[config.mk]
export PLATFORM = sky130hd
export DESIGN_NAME = one_wire_bus_master
export DESIGN_NICKNAME = d
export VERILOG_FILES = /design/src/sv/owm_pkg.sv /design/src/sv/owm_front.sv /design/src/sv/owm_back.sv /design/src/sv/one_wire_bus_master.sv
export SDC_FILE = /design/constraint.sdc
export NUM_CORES = 1
export LEC_CHECK = 0
export BUFFER_PORTS_ARGS = -buffer_cell sky130_fd_sc_hd__buf_2
export CAP_MARGIN = 20
export CORE_ASPECT_RATIO = 1.1
export CORE_MARGIN = 1.5
export CORE_UTILIZATION = 60
export CTS_CLUSTER_DIAMETER = 40
export DETAILED_ROUTE_END_ITERATION = 7
export HOLD_SLACK_MARGIN = 0.06
export MAX_ROUTING_LAYER = met4
export PLACE_DENSITY = 0.89
export SETUP_SLACK_MARGIN = 0.3
export SYNTH_ARGS = -nofsm -noshare
export SYNTH_HDL_FRONTEND = slang
export SYNTH_SLANG_ARGS = --single-unit
[constraint.sdc]
create_clock -name clk -period 4.9 [get_ports clk]
set_clock_uncertainty 0.2 [all_clocks]
set_input_delay 0.49 -clock clk [delete_from_list [all_inputs] [get_ports clk]]
set_output_delay 0.49 -clock clk [all_outputs]
set_load 0.05 [all_outputs]
[src/sv/owm_pkg.sv]
// ----------------------------------------------------------------------------
// owm_pkg
// Shared types and constants for the one-wire bus master: command kinds,
// bus phases, timing register indexes and reset values, queue sizing.
// ----------------------------------------------------------------------------
package owm_pkg;

	localparam int unsigned QDEPTH = 4;
	localparam int unsigned QAW    = $clog2(QDEPTH);

	localparam int unsigned TW     = 10;
	localparam int unsigned NREGS  = 8;
	localparam int unsigned RAW    = $clog2(NREGS);

	typedef logic [TW-1:0] time_t;

	localparam logic [RAW-1:0] REG_RESET_LOW    = 3'd0;
	localparam logic [RAW-1:0] REG_RELEASE_WAIT = 3'd1;
	localparam logic [RAW-1:0] REG_SETTLE       = 3'd2;
	localparam logic [RAW-1:0] REG_SHORT        = 3'd3;
	localparam logic [RAW-1:0] REG_LONG         = 3'd4;
	localparam logic [RAW-1:0] REG_READ_LOW     = 3'd5;
	localparam logic [RAW-1:0] REG_SAMPLE_DELAY = 3'd6;
	localparam logic [RAW-1:0] REG_RECOVERY     = 3'd7;

	localparam time_t REG_RESET_VALS [NREGS] = '{
		10'd480, 10'd30, 10'd15, 10'd15, 10'd45, 10'd2, 10'd10, 10'd60
	};

	localparam logic [1:0] OP_TICK  = 2'd0;
	localparam logic [1:0] OP_RESET = 2'd1;
	localparam logic [1:0] OP_WRITE = 2'd2;
	localparam logic [1:0] OP_READ  = 2'd3;

	typedef enum logic [1:0] {
		CMD_TICK,
		CMD_RESET,
		CMD_WRITE,
		CMD_READ
	} cmd_t;

	typedef enum logic [3:0] {
		PH_IDLE       = 4'd0,
		PH_RST_LOW    = 4'd1,
		PH_RST_WAIT   = 4'd2,
		PH_RST_WATCH  = 4'd3,
		PH_RST_SETTLE = 4'd4,
		PH_WR_LOW     = 4'd5,
		PH_WR_HIGH    = 4'd6,
		PH_RD_LOW     = 4'd7,
		PH_RD_WAIT    = 4'd8,
		PH_RD_RECOVER = 4'd9
	} phase_t;

	typedef struct packed {
		cmd_t       cmd;
		logic [7:0] wdata;
		logic       line;
	} item_t;

	// A zero duration counts as one tick
	function automatic time_t dur(input time_t v);
		dur = (v == '0) ? time_t'(1) : v;
	endfunction

endpackage

[src/sv/owm_front.sv]
// ----------------------------------------------------------------------------
// owm_front
// Accepts tick words, decodes the op code into a command kind and holds
// the decoded words in a short queue for the bus sequencer.
// ----------------------------------------------------------------------------
module owm_front
	import owm_pkg::*;
(
	input  logic        clk,
	input  logic        arst_n,
	input  logic        s_axis_tvalid,
	output logic        s_axis_tready,
	input  logic [15:0] s_axis_tdata,   // [7:0] write_data, [8] line_level
	input  logic [1:0]  s_axis_tuser,   // [1:0] op
	output logic        q_valid,
	output item_t       q_item,
	input  logic        q_pop
);

	item_t           mem_q [QDEPTH];
	logic [QAW-1:0]  wr_ptr_q;
	logic [QAW-1:0]  rd_ptr_q;
	logic [QAW:0]    count_q;
	item_t           in_item;
	logic            push;

	always_comb begin
		in_item.wdata = s_axis_tdata[7:0];
		in_item.line  = s_axis_tdata[8];
		case (s_axis_tuser)
			OP_RESET: in_item.cmd = CMD_RESET;
			OP_WRITE: in_item.cmd = CMD_WRITE;
			OP_READ:  in_item.cmd = CMD_READ;
			default:  in_item.cmd = CMD_TICK;
		endcase
	end

	assign s_axis_tready = (count_q != (QAW+1)'(QDEPTH));
	assign push          = s_axis_tvalid && s_axis_tready;
	assign q_valid       = (count_q != '0);
	assign q_item        = mem_q[rd_ptr_q];

	always_ff @(posedge clk) begin
		if (push) begin
			mem_q[wr_ptr_q] <= in_item;
		end
	end

	always_ff @(posedge clk or negedge arst_n) begin
		if (!arst_n) begin
			wr_ptr_q <= '0;
			rd_ptr_q <= '0;
			count_q  <= '0;
		end else begin
			if (push) begin
				wr_ptr_q <= wr_ptr_q + 1'b1;
			end
			if (q_pop) begin
				rd_ptr_q <= rd_ptr_q + 1'b1;
			end
			case ({push, q_pop})
				2'b10:   count_q <= count_q + 1'b1;
				2'b01:   count_q <= count_q - 1'b1;
				default: count_q <= count_q;
			endcase
		end
	end

endmodule

[src/sv/owm_back.sv]
// ----------------------------------------------------------------------------
// owm_back
// Bus sequencer: steps the reset, write and read slot phases once per
// queued tick word and registers one result word per tick.
// ----------------------------------------------------------------------------
module owm_back
	import owm_pkg::*;
(
	input  logic           clk,
	input  logic           arst_n,
	input  logic           cfg_we,
	input  logic [RAW-1:0] cfg_addr,
	input  time_t          cfg_data,
	input  logic           q_valid,
	input  item_t          q_item,
	output logic           q_pop,
	output logic           m_axis_tvalid,
	input  logic           m_axis_tready,
	output logic [15:0]    m_axis_tdata   // [0] pull_low, [1] busy_res, [2] done_res,
	                                      // [10:3] read_data
);

	time_t      regs_q [NREGS];
	phase_t     phase_q;
	time_t      time_left_q;
	logic [2:0] bit_q;
	logic [7:0] send_q;
	logic [7:0] recv_q;
	logic       out_valid_q;
	logic [15:0] out_data_q;

	phase_t     ph;
	time_t      tl;
	logic [2:0] bi;
	logic [7:0] ss;
	logic [7:0] rs;
	logic       pull;
	logic       busy;
	logic       done;
	logic       ends;
	time_t      tl_dec;

	assign q_pop = q_valid && (!out_valid_q || m_axis_tready);

	always_comb begin
		ph   = phase_q;
		tl   = time_left_q;
		bi   = bit_q;
		ss   = send_q;
		rs   = recv_q;
		pull = 1'b0;
		busy = 1'b0;
		done = 1'b0;

		if (ph == PH_IDLE) begin
			case (q_item.cmd)
				CMD_RESET: begin
					ph = PH_RST_LOW;
					tl = dur(regs_q[REG_RESET_LOW]);
				end
				CMD_WRITE: begin
					ss = q_item.wdata;
					bi = '0;
					ph = PH_WR_LOW;
					tl = dur(q_item.wdata[0] ? regs_q[REG_SHORT] : regs_q[REG_LONG]);
				end
				CMD_READ: begin
					bi = '0;
					ph = PH_RD_LOW;
					tl = dur(regs_q[REG_READ_LOW]);
				end
				default: ;
			endcase
		end

		ends   = (tl <= time_t'(1));
		tl_dec = ends ? '0 : tl - 1'b1;

		if (ph != PH_IDLE) begin
			busy = 1'b1;
		end

		case (ph)
			PH_IDLE: ;
			PH_RST_LOW: begin
				pull = 1'b1;
				if (ends) begin
					ph = PH_RST_WAIT;
					tl = dur(regs_q[REG_RELEASE_WAIT]);
				end else begin
					tl = tl_dec;
				end
			end
			PH_RST_WAIT: begin
				if (ends) begin
					ph = PH_RST_WATCH;
				end
				tl = tl_dec;
			end
			PH_RST_WATCH: begin
				// wait for the presence pulse to end, no timeout
				if (q_item.line) begin
					ph = PH_RST_SETTLE;
					tl = dur(regs_q[REG_SETTLE]);
				end
			end
			PH_RST_SETTLE: begin
				tl = tl_dec;
				if (ends) begin
					ph   = PH_IDLE;
					done = 1'b1;
				end
			end
			PH_WR_LOW: begin
				pull = 1'b1;
				if (ends) begin
					ph = PH_WR_HIGH;
					tl = dur(ss[0] ? regs_q[REG_LONG] : regs_q[REG_SHORT]);
				end else begin
					tl = tl_dec;
				end
			end
			PH_WR_HIGH: begin
				tl = tl_dec;
				if (ends) begin
					ss = {1'b0, ss[7:1]};
					bi = bi + 1'b1;
					if (bi == '0) begin
						ph   = PH_IDLE;
						done = 1'b1;
					end else begin
						ph = PH_WR_LOW;
						tl = dur(ss[0] ? regs_q[REG_SHORT] : regs_q[REG_LONG]);
					end
				end
			end
			PH_RD_LOW: begin
				pull = 1'b1;
				if (ends) begin
					ph = PH_RD_WAIT;
					tl = dur(regs_q[REG_SAMPLE_DELAY]);
				end else begin
					tl = tl_dec;
				end
			end
			PH_RD_WAIT: begin
				if (ends) begin
					// sample on the last tick of the wait, shift in at the top
					rs = {q_item.line, rs[7:1]};
					ph = PH_RD_RECOVER;
					tl = dur(regs_q[REG_RECOVERY]);
				end else begin
					tl = tl_dec;
				end
			end
			PH_RD_RECOVER: begin
				tl = tl_dec;
				if (ends) begin
					bi = bi + 1'b1;
					if (bi == '0) begin
						ph   = PH_IDLE;
						done = 1'b1;
					end else begin
						ph = PH_RD_LOW;
						tl = dur(regs_q[REG_READ_LOW]);
					end
				end
			end
			default: begin
				ph   = PH_IDLE;
				busy = 1'b0;
			end
		endcase
	end

	always_ff @(posedge clk or negedge arst_n) begin
		if (!arst_n) begin
			for (int i = 0; i < NREGS; i++) begin
				regs_q[i] <= REG_RESET_VALS[i];
			end
		end else if (cfg_we) begin
			regs_q[cfg_addr] <= cfg_data;
		end
	end

	always_ff @(posedge clk or negedge arst_n) begin
		if (!arst_n) begin
			phase_q     <= PH_IDLE;
			time_left_q <= '0;
			bit_q       <= '0;
			send_q      <= '0;
			recv_q      <= '0;
			out_valid_q <= 1'b0;
		end else begin
			if (q_pop) begin
				phase_q     <= ph;
				time_left_q <= tl;
				bit_q       <= bi;
				send_q      <= ss;
				recv_q      <= rs;
				out_valid_q <= 1'b1;
			end else if (m_axis_tready) begin
				out_valid_q <= 1'b0;
			end
		end
	end

	always_ff @(posedge clk) begin
		if (q_pop) begin
			out_data_q <= {5'b0, rs, done, busy, pull};
		end
	end

	assign m_axis_tvalid = out_valid_q;
	assign m_axis_tdata  = out_data_q;

	a_done_to_idle: assert property (@(posedge clk) disable iff (!arst_n)
		(q_pop && done) |=> (phase_q == PH_IDLE))
		else $error("command finished but sequencer not idle");

	a_watch_holds: assert property (@(posedge clk) disable iff (!arst_n)
		(q_pop && phase_q == PH_RST_WATCH && !q_item.line) |=> (phase_q == PH_RST_WATCH))
		else $error("reset watch left while line low");

	a_state_frozen: assert property (@(posedge clk) disable iff (!arst_n)
		!q_pop |=> ($stable(phase_q) && $stable(bit_q) && $stable(recv_q)))
		else $error("sequencer state moved without a tick");

	a_busy_with_done: assert property (@(posedge clk) disable iff (!arst_n)
		(q_pop && done) |=> (m_axis_tdata[1] && m_axis_tvalid))
		else $error("done result without busy");

endmodule

[src/sv/one_wire_bus_master.sv]
// ----------------------------------------------------------------------------
// one_wire_bus_master
// One-wire bus master stepped by one tick word per microsecond: reset
// pulse with presence watch, byte write and byte read, LSB first.
// ----------------------------------------------------------------------------
// Path: a tick word waits in the input queue, then the sequencer steps it
// into a result word in its output register. Throughput: one tick word
// per cycle unless the output stalls; the sequencer steps once per word.
// Reset: timing registers return to their defaults, sequencer idle, queue
// and output register empty.
module one_wire_bus_master
	import owm_pkg::*;
(
	input  logic           clk,
	input  logic           arst_n,
	input  logic           s_axis_tvalid,
	output logic           s_axis_tready,
	input  logic [15:0]    s_axis_tdata,   // [7:0] write_data, [8] line_level
	input  logic [1:0]     s_axis_tuser,   // [1:0] op
	output logic           m_axis_tvalid,
	input  logic           m_axis_tready,
	output logic [15:0]    m_axis_tdata,   // [0] pull_low, [1] busy_res, [2] done_res,
	                                       // [10:3] read_data
	input  logic           cfg_we,
	input  logic [RAW-1:0] cfg_addr,
	input  time_t          cfg_data
);

	logic  q_valid;
	logic  q_pop;
	item_t q_item;

	owm_front u_front (
		.clk           (clk),
		.arst_n        (arst_n),
		.s_axis_tvalid (s_axis_tvalid),
		.s_axis_tready (s_axis_tready),
		.s_axis_tdata  (s_axis_tdata),
		.s_axis_tuser  (s_axis_tuser),
		.q_valid       (q_valid),
		.q_item        (q_item),
		.q_pop         (q_pop)
	);

	owm_back u_back (
		.clk           (clk),
		.arst_n        (arst_n),
		.cfg_we        (cfg_we),
		.cfg_addr      (cfg_addr),
		.cfg_data      (cfg_data),
		.q_valid       (q_valid),
		.q_item        (q_item),
		.q_pop         (q_pop),
		.m_axis_tvalid (m_axis_tvalid),
		.m_axis_tready (m_axis_tready),
		.m_axis_tdata  (m_axis_tdata)
	);

endmodule

---- After elaboration in Yosys (flattened, before gate mapping) ----
Memories as Yosys holds them, arrays and structs flattened.
Cells that the tools add are included.
storage, ports and cells
  memories kept ........................... 1
  bits in latches ......................... 0
  output and inout bits ................... 18
  logic and storage cells ................. 138
  memory bits (read-only) ................. 0
  register bits after elaboration ......... 132
  bits of input ports ..................... 36
  memory bits (writable) .................. 44
memories
  name           depth  bits a word  read ports  clocked after memory_dff  write ports  line             RTL
  u_front.mem_q  4      11           1           0                         1            owm_front.sv:20  item_t mem_q [QDEPTH];
cells by class
  divide/modulo/power cells ............... 0
  $mul .................................... 0
  eq/ne operators ......................... 18
  order comparisons ....................... 3
  multiplexer cells ....................... 64
  $add $sub $neg .......................... 6
  shifts and indexed selects .............. 0
  reductions and logical operators ........ 26
  bitwise operators ....................... 1
operator list
  cell                                                             number
  two-way mux 10 bit                                               24
  logical NOT 10 bit                                               9
  bitwise mux 80 bit                                               1
  one-hot mux 10 bit (8 select lines)                              1
  two-way mux 8 bit                                                6
  two-way mux 4 bit                                                10
  one-hot mux 4 bit (10 select lines)                              1
  demux 10 bit (select 3 bit)                                      1
  one-hot mux 10 bit (3 select lines)                              1
  two-way mux 3 bit                                                6
  == test 4 x 3 -> 1 bit, second input constant                    4
  one-hot mux 4 bit (3 select lines)                               1
  == test 2 bit, second input constant                             5
  less-or-equal comparator 10 x 1 -> 1 bit, second input constant  1
  OR reduction 10 bit                                              1
  subtractor 10 x 1 -> 10 bit, second input constant               1
  two-way mux 1 bit                                                9
  == test 4 x 2 -> 1 bit, second input constant                    2
  == test 4 bit, second input constant                             2
  logical NOT 4 bit                                                2
  adder 3 x 1 -> 3 bit, second input constant                      2
  == test 2 x 1 -> 1 bit, second input constant                    3
  one-hot mux 2 bit (3 select lines)                               1
  one-hot mux 3 bit (2 select lines)                               1
  17 further kinds                                                 23

---- Logic depth before layout (Yosys ltp) ----
Gate-level depths: netlist of run 1.
An unclocked memory read counts as a cell.
  depth after elaboration ................. 11
  depth in mapped cells ................... 15
  depth with buffers taken out ............ 12

---- Cells and area by module ----
Synthesis of run 1 repeated with hierarchy kept, for this count alone.
unflattened totals
  cell total of the unflattened synthesis .. 790
  area total of the unflattened synthesis .. 9332.7 um^2
by module, submodules not included
  module     seq. area each (um^2)  area an instance (um^2)  cells each  instances
  owm_back   3216.8                 7320.8                   695         1
  owm_front  1496.4                 2011.9                   95          1

---- Worst setup path after synthesis of run 1 ----
No wires, ideal clock.
  path kind ............................... register to register
  from .................................... register u_front.rd_ptr_q[0]
  to ...................................... register u_back.out_data_q[10], in the netlist u_back.m_axis_tdata[10], data pin
  setup time .............................. 0.260 ns
  buffers on the path ..................... 2
  data required time ...................... 4.440 ns
  setup slack ............................. 1.019 ns
  stages on the path, launching flop included .. 13
  arrival time ............................ 3.421 ns
  clock period less this slack ............ 3.881 ns
  cells stage by stage .................... dfrtp_1 -> mux4_2 -> buf_6 -> o21ai_4 -> nor2_1 -> a221o_1 -> inv_1 -> ha_1 -> clkbuf_1 -> o21a_1 -> nand4b_4 -> nor2_2 -> mux2_2
on the way
  word-level cells in the longest chain between the ends .. 9
  elaborated cells between the ends (all ways) .. 15
  those cells by class .................... order compare (1); eq/ne (4); mux (8); reduce/logical (1); memory (1)
ends and longest elaborated chain
  what                                      line             RTL
  start: declaration                        owm_front.sv:22  logic [QAW-1:0] rd_ptr_q;
  start signal: assignment                  owm_front.sv:59  rd_ptr_q <= rd_ptr_q + 1'b1;
  memory (4 x 11 bit) *                     -
  two-way mux 10 bit                        owm_back.sv:65   tl = dur(q_item.wdata[0] ? regs_q[REG_SHORT] : regs_q[REG_LONG]);
  logical NOT 10 bit                        owm_pkg.sv:63    dur = (v == '0) ? time_t'(1) : v;
  two-way mux 10 bit                        owm_pkg.sv:63
  one-hot mux 10 bit (3 select lines)       owm_back.sv:56   case (q_item.cmd)
  two-way mux 10 bit                        owm_back.sv:55   if (ph == PH_IDLE) begin
  less-or-equal comparator 10 x 1 -> 1 bit  owm_back.sv:76   ends = (tl <= time_t'(1));
  two-way mux 8 bit                         owm_back.sv:147  if (ends) begin
  two-way mux 8 bit *                       owm_back.sv:83   case (ph)
  via u_back.rs[7]                          owm_back.sv:36   logic [7:0] rs;
  end signal: assignment                    owm_back.sv:210  out_data_q <= {5'b0, rs, done, busy, pull};
  end: declaration                          owm_back.sv:30   logic [15:0] out_data_q;
Mark *: on every way through the listed nets, which the timed path passes. The rest lies on a longest branch.
A chain may end at the register's enable or synchronous reset.

---- Worst setup path in the final report of run 1 ----
  from .................................... register u_back.phase_q[1]
  to ...................................... register u_back.time_left_q[4]
on the way
  word-level cells in the longest chain between the ends .. 8
  elaborated cells between the ends (all ways) .. 37
  those cells by class .................... add/sub (2); order compare (1); eq/ne (9); mux (20); reduce/logical (5)
ends and longest elaborated chain
  what                                                                                 line             RTL
  start: declaration                                                                   owm_back.sv:24   phase_t phase_q;
  start signal: assignment                                                             owm_back.sv:196  phase_q <= ph;
  parallel branches: the longest is 7 deep, another holds subtractor 10 x 1 -> 10 bit  -
  one-hot mux 10 bit (8 select lines) *                                                owm_back.sv:83
  end signal: assignment                                                               owm_back.sv:197  time_left_q <= tl;
  end: declaration                                                                     owm_back.sv:25   time_t time_left_q;
Mark *: on every way between the ends.

==> flow_summary.toml, run 1 <==
[run]
maxCapViolations = 0

[placed_design]
post-dp-hpwl_um = 16100
place_area_um2 = 9697
place.gp.congestion = 1.022
port_buffers = 41

[hold_path]
min_path_type = "input port to flop"
min_from = "s_axis_tdata[5]"
hold_depth = 1
hold_end = "u_front.mem_q[2][6]"

[setup_path]
slowest_stage = "or4_1"
worstPathArrival_ns = 4.60
cpLargestDelayFamily = "simple AND/OR/NAND/NOR gates"
worstPathCellList = "or4_1, nor2_1, o22ai_1, ha_1, buf_4, o2111ai_1, nor3_2, buf_4, nor2_1, o21a_1, a21oi_1, a31oi_1"
rrSetupSlack_ns = 0.46
r2r.worst_path.cells = 12
reg2reg_from = "u_back.phase_q[1]"
worstPathRequired_ns = 5.06
r2r_end = "u_back.time_left_q[4]"
cp.buffers_inverters = 2
cp_max_fo = 20
critPathKind = "flop to flop"
cp_slowest_stage_delay_ns = 0.84
critPathLaunchType = "flop"
end_kind = "flop"

[layout]
nNetsFinal = 875
area_growth_pct = 10.20
final.fill_count = 1027
drive_above_1_share_pct = 29.57
final_util_pct = 68.05
postLayoutCellArea_um2 = 10280

[global_routing]
grtUsageTotal_pct = 31.64
grt_pass1_wl_um = 37760
antenna_found_initial = 1
grt_pass1_vias = 6916
grt_max_degree = 74
grt_overflow = 0

[clock_tree]
cts_root_buffer = "clkbuf_16"
cts.clk_slew.worst_paths_ns = 0.07
clock_sinks = 176
cts_buffers = 17
worstSkewPairLatency_ns = 0.44
post_cts_buffers = 0
clk_path_buf_depth = 2
htreeDepth = 4
cts_tree = "done"

[sta]
worstMarginPinSlew_ns = 0.9228
hold_viol_final = 0
fin_crit_sh_pct = 90.60
hold_slack_ns = 0.06738
maxSlewViolCount = 0
layout_min_cycle_time_ns = 4.439
slew_headroom_pct = 38.48
finalSetupViolCount = 0
max_freq_ghz = 0.2253
fin_tns_setup_ns = 0
rsz0062_at_grt = "no"

[floorplan]
initial_core_util_pct = 61.75
die_w_um = 121.9
coreArea_um2 = 15110
fp.dieH_um = 133.8
num_io_pins = 54
rows = 47
die_area_um2 = 16310

[synthesis]
synth_cell_type_count = 80
ys_async_sr_fraction_pct = 68.75
syn_area_per_cell_um2 = 11.72
synth_edf_count = 55
synth_cells = 796
synth_area_um2 = 9333
ys_ff_latch = 176
seq_area_frac_synth_pct = 50.50
synth_ff_type = "dfrtp_1"
yosys_warnings = 0

[drt]
via_per_inst = 6.818
wl_per_cell_um = 22.76
vias = 7084
dr.pass1.iters = 6
drc = 0
routed_wl_um = 23650
drtIter0Drc = 895
ant_nets = 0

[pwr]
power.total_mw = 6.317
p_leak_nw = 4.289
cellPowerDensity_nw_per_um2 = 614.2
ir_drop_v = 0.0003538

[outcome]
status = "complete, no violations"
[layout by cell type, fill, tap and decap left out, types with 11 or more instances in the layout]
master / netlist / routed
a211oi_1: 13 / 13
a21oi_1: 37 / 37
a31oi_1: 15 / 15
buf_2: 7 / 40
buf_4: 6 / 20
clkbuf_16: 0 / 17
dfrtp_1: 94 / 94
dfstp_2: 27 / 27
edfxtp_1: 55 / 55
inv_1: 12 / 12
mux2_2: 93 / 93
mux2i_1: 42 / 42
mux4_2: 11 / 11
nand2_1: 44 / 44
nor2_1: 63 / 63
nor3_1: 18 / 18
nor4_1: 11 / 11
o21ai_0: 28 / 28
[per-stage QoR]
step | cells | worst slack, ns
2_1_floorplan | 800 | 1.019
3_3_place_gp | 1005 | 0.7213
3_5_place_dp | 1005 | 0.6467
4_1_cts | 1038 | 0.6090
5_1_grt | 1039 | 0.3402
6_report | 1039 | 0.4608
[how the worst max path moves through the flow]
| stage | slack [ns] | to | start | cells after the start |
|---|---|---|---|---|
| after CTS | 0.61 | u_back.send_q[0] | u_front.rd_ptr_q[0] | 12 |
| final | 0.46 | u_back.time_left_q[4] | u_back.phase_q[1] | 12 |
| after global routing | 0.34 | u_back.time_left_q[3] | u_back.phase_q[1] | 12 |
| after floorplan | 1.02 | u_back.m_axis_tdata[10] | u_front.rd_ptr_q[0] | 12 |
| after detailed placement | 0.65 | u_back.send_q[0] | u_front.rd_ptr_q[0] | 12 |
| after global placement | 0.72 | u_back.time_left_q[4] | u_back.phase_q[1] | 12 |
[where the power goes]
part	switching (mW)	internal, mW
Combinational	1.66	1.07
Sequential	0.338	1.93
Clock	0.574	0.745
Total	2.57	3.75
[cell type report]
| class | count | area, um^2 | share of cell area, % |
|---|---|---|---|
| antenna | 1 | 2.502 | 0.02433 |
| clock buffer | 21 | 470.5 | 4.574 |
| clock inverter | 11 | 105.1 | 1.022 |
| inverter | 13 | 48.80 | 0.4745 |
| multi-input combinational | 560 | 4339 | 42.19 |
| sequential | 176 | 4713 | 45.83 |
| tap | 196 | 245.2 | 2.384 |
| timing repair buffer | 61 | 360.3 | 3.504 |
[registers in the layout, summed over array words and instances (netlist names)]
register              count
u_back.m_axis_tdata      11
u_back.bit_q              3
u_back.m_axis_tvalid      1
u_back.time_left_q       10
u_back.send_q             8
u_front.mem_q            44
u_front.rd_ptr_q          2
u_front.wr_ptr_q          2
u_front.count_q           3
u_back.phase_q            4
u_back.recv_q             8
u_back.regs_q            80
[kinds of logic (layout without fill, tap and decap cells)]
| group | count (synthesis) | in the layout | share of synthesized area (%) |
|---|---|---|---|
| AND/OR/NAND/NOR | 197 | 197 | 10.85 |
| AO/OA/AOI/OAI | 185 | 185 | 13.58 |
| flip-flops | 176 | 176 | 50.50 |
| multiplexers | 156 | 156 | 19.79 |
| buffers and inverters | 64 | 106 | 3.164 |
| adder cells (fa/ha/maj) | 10 | 10 | 1.421 |
| XOR/XNOR | 7 | 7 | 0.6569 |
| other | 1 | 6 | 0.04018 |
[synthesized netlist by cell type (all sizes together) (4+ instances only)]
cell type / count / area [um^2]
mux2: 103 / 1179
dfrtp: 94 / 2352
nor2: 64 / 242.7
edfxtp: 55 / 1652
nand2: 45 / 171.4
o21ai: 44 / 250.2
mux2i: 42 / 420.4
a21oi: 38 / 193.9
clkbuf: 28 / 106.4
dfstp: 27 / 709.4
buf: 23 / 140.1
nor3: 20 / 116.4
a211oi: 15 / 130.1
a31oi: 15 / 93.84
inv: 12 / 45.04
nor4: 12 / 90.09
mux4: 11 / 247.7
nand2b: 10 / 70.06
ha: 9 / 112.6
and2: 7 / 43.79
nand3: 7 / 35.03
o211ai: 7 / 52.55
o221ai: 7 / 61.31
o22ai: 7 / 43.79
a22oi: 6 / 45.04
and3: 6 / 37.54
nand4b: 5 / 58.80
nor2b: 5 / 31.28
a221o: 4 / 40.04
a221oi: 4 / 35.03
a22o: 4 / 35.03
o21a: 4 / 30.03
or2: 4 / 25.03
xnor2: 4 / 35.03
[layer usage]
| layer | routed length, um | GRT usage, % |
|---|---|---|
| met1 | 8815 | 39.35 |
| met2 | 11230 | 48.22 |
| met3 | 2395 | 8.291 |
| met4 | 1213 | 15.42 |
| met5 | 0 | - |
[repair_timing]
action                                  4_1_cts  5_1_grt
gates resized for setup                       0        0
hold endpoints to repair                     44        0
hold buffers                                  1        0
endpoints found under the setup margin        0        0
No activity file was read; power rests on OpenSTA's default activity.
==> inputs of run 2 (changes only) <==
Settings changed: CORE_UTILIZATION 60 to 56, PLACE_DENSITY 0.89 to 0.87.
Clock period 4.9 ns to 3.9 ns, I/O delays scaled along.
==> run 2 against run 1 <==
  * The run now ends with design-rule violations left
  * Largest cell class unchanged
  * Design area increased by 8.6%
  * Clock power increased by 40%
  * Critical path depth decreased by 1
  * Utilization increased by 0.41 points
==> flow_summary.toml, run 2 (synthesis results as in run 1) <==
[setup_path]
r2r.worst_path.cells = 11
worstPathArrival_ns = 4.00
rrSetupSlack_ns = 0.06
setup.worst_path.start = "u_front.rd_ptr_q[0]"
critPathKind = "flop to flop"
cp_max_fo = 8
reg2reg_from = "u_front.rd_ptr_q[0]"
worstPathRequired_ns = 4.06
end_kind = "flop"
critPathLaunchType = "flop"
r2r_end = "u_back.send_q[3]"

[drt]
drtIter0Drc = 959
highest_layer = "met4"
routed_wl_um = 26490
vias = 7404
via_per_inst = 6.634
wl_met3_um = 2124
ant_nets = 0
drt-met1-wl_um = 9937
wl_per_cell_um = 23.74
drc = 2
dr_wl_met2_um = 13060
dr.pass1.iters = 8

[outcome]
violations = "design-rule violations"
status = "finished with violations"

[hold_path]
min_from = "cfg_data[8]"
hold_depth = 3
min_path_type = "input port to flop"
hold_end = "u_back.regs_q[38]"

[sta]
hold_slack_ns = 0.1610
layout_min_cycle_time_ns = 3.839
max_freq_ghz = 0.2605
finalSetupViolCount = 0
hold_viol_final = 0
rsz0062_at_grt = "yes"
fin_crit_sh_pct = 98.43
worstMarginPinSlew_ns = 1.037
slew_headroom_pct = 30.89
maxSlewViolCount = 0

[floorplan]
coreArea_um2 = 16310
die_area_um2 = 17450
num_io_pins = 54
rows = 49
fp.dieH_um = 138.4
initial_core_util_pct = 57.23
die_w_um = 126.1

[pwr]
p_seq_share_pct = 32.0
cellPowerDensity_nw_per_um2 = 787.8
ir_drop_v = 0.0004291
p_sw_mw = 3.505
pwr-share-clk_pct = 21.0
internal-power_mw = 5.290
p_leak_nw = 4.716
power.total_mw = 8.795
p_sw_share_pct = 39.85
power_frac_comb_pct = 47.0

[global_routing]
grt_pass1_wl_um = 41430
grt_pass1_vias = 7483
grt_max_degree = 71
grt_overflow = 0
grtUsageTotal_pct = 32.39
antenna_found_initial = 0

[placed_design]
place.gp.congestion = 0.9775
post-dp-hpwl_um = 17340
port_buffers = 41
place_area_um2 = 10010

[run]
maxCapViolations = 0

[clock_tree]
htreeDepth = 4
clock_sinks = 176
worstSkewPairLatency_ns = 0.44
clk_path_buf_depth = 2
cts_tree = "done"
cts_buffers = 17
cts_root_buffer = "clkbuf_16"
cts.clk_slew.worst_paths_ns = 0.07

[layout]
drive_above_1_share_pct = 36.40
most-common-layout-cells = "93 x dfrtp_1, 83 x mux2_2, 68 x buf_4, 60 x nor2_1, 55 x edfxtp_1"
largest_reg_flops = 80
multiInputGateArea_um2 = 4489
nNetsFinal = 945
final.fill_count = 1115
final_common_cell = "dfrtp_1"
area_growth_pct = 19.63
postLayoutCellArea_um2 = 11160
regMostFlops = "u_back.regs_q"
seqCellArea_um2 = 4715
antennaDiodeCount = 0
final_util_pct = 68.46
run 2: repair_timing:
item / CTS / global route
pin swaps: 9 / 7
setup buffers: 12 / 14
endpoints found under the setup margin: 39 / 40
cloned: 1 / 0
gates resized for setup: 33 / 5
hold buffers: 13 / 0
endpoints found under the hold margin: 89 / 0
run 2: cell type report:
| type | instances | share of cell area, % |
|---|---|---|
| clock buffer | 20 | 4.281 |
| clock inverter | 12 | 1.513 |
| inverter | 13 | 0.4371 |
| multi-input combinational | 560 | 40.21 |
| sequential | 176 | 42.23 |
| tap | 204 | 2.286 |
| timing repair buffer | 131 | 9.044 |
run 2: critical path, cell delays in order (launching register included):
cell	delay, ns
dfrtp_2	0.44
buf_6	0.12
mux4_2	0.64
mux2i_1	0.19
a221o_2	0.45
inv_2	0.10
ha_4	0.16
o211ai_1	0.13
or4b_4	0.64
nand2b_4	0.24
mux2_4	0.33
o21ai_2	0.12
run 2: power groups by stage:
stage	clock [mW]	sequential, mW	combinational [mW]
after floorplan	0	2.77	2.52
after global placement	0	2.78	3.57
after detailed placement	0	2.81	3.65
after CTS	1.85	2.79	3.88
after global routing	1.94	2.85	4.42
final	1.85	2.81	4.13
run 2: per-layer routing:
metal | up-vias | track usage (%)
li1 | 3213 | -
met1 | 3631 | 39.63
met2 | 454 | 51.65
met3 | 106 | 5.689
met4 | 0 | 17.18
met5 | - | -
run 2: worst max path at each step:
stage	to
2_1_floorplan	u_back.send_q[0]
3_3_place_gp	u_back.send_q[1]
3_5_place_dp	u_back.send_q[3]
4_1_cts	u_back.send_q[3]
5_1_grt	u_back.send_q[3]
6_report	u_back.send_q[3]
run 2: stage by stage:
stage                     setup TNS [ns]  cells  setup slack (ns)
after global placement                 0   1044           0.05183
after floorplan                        0    800            0.1866
final                                  0   1116           0.06131
after detailed placement         -0.1439   1044          -0.05344
after CTS                              0   1102            0.1578
after global routing           -0.001497   1116         -0.001165
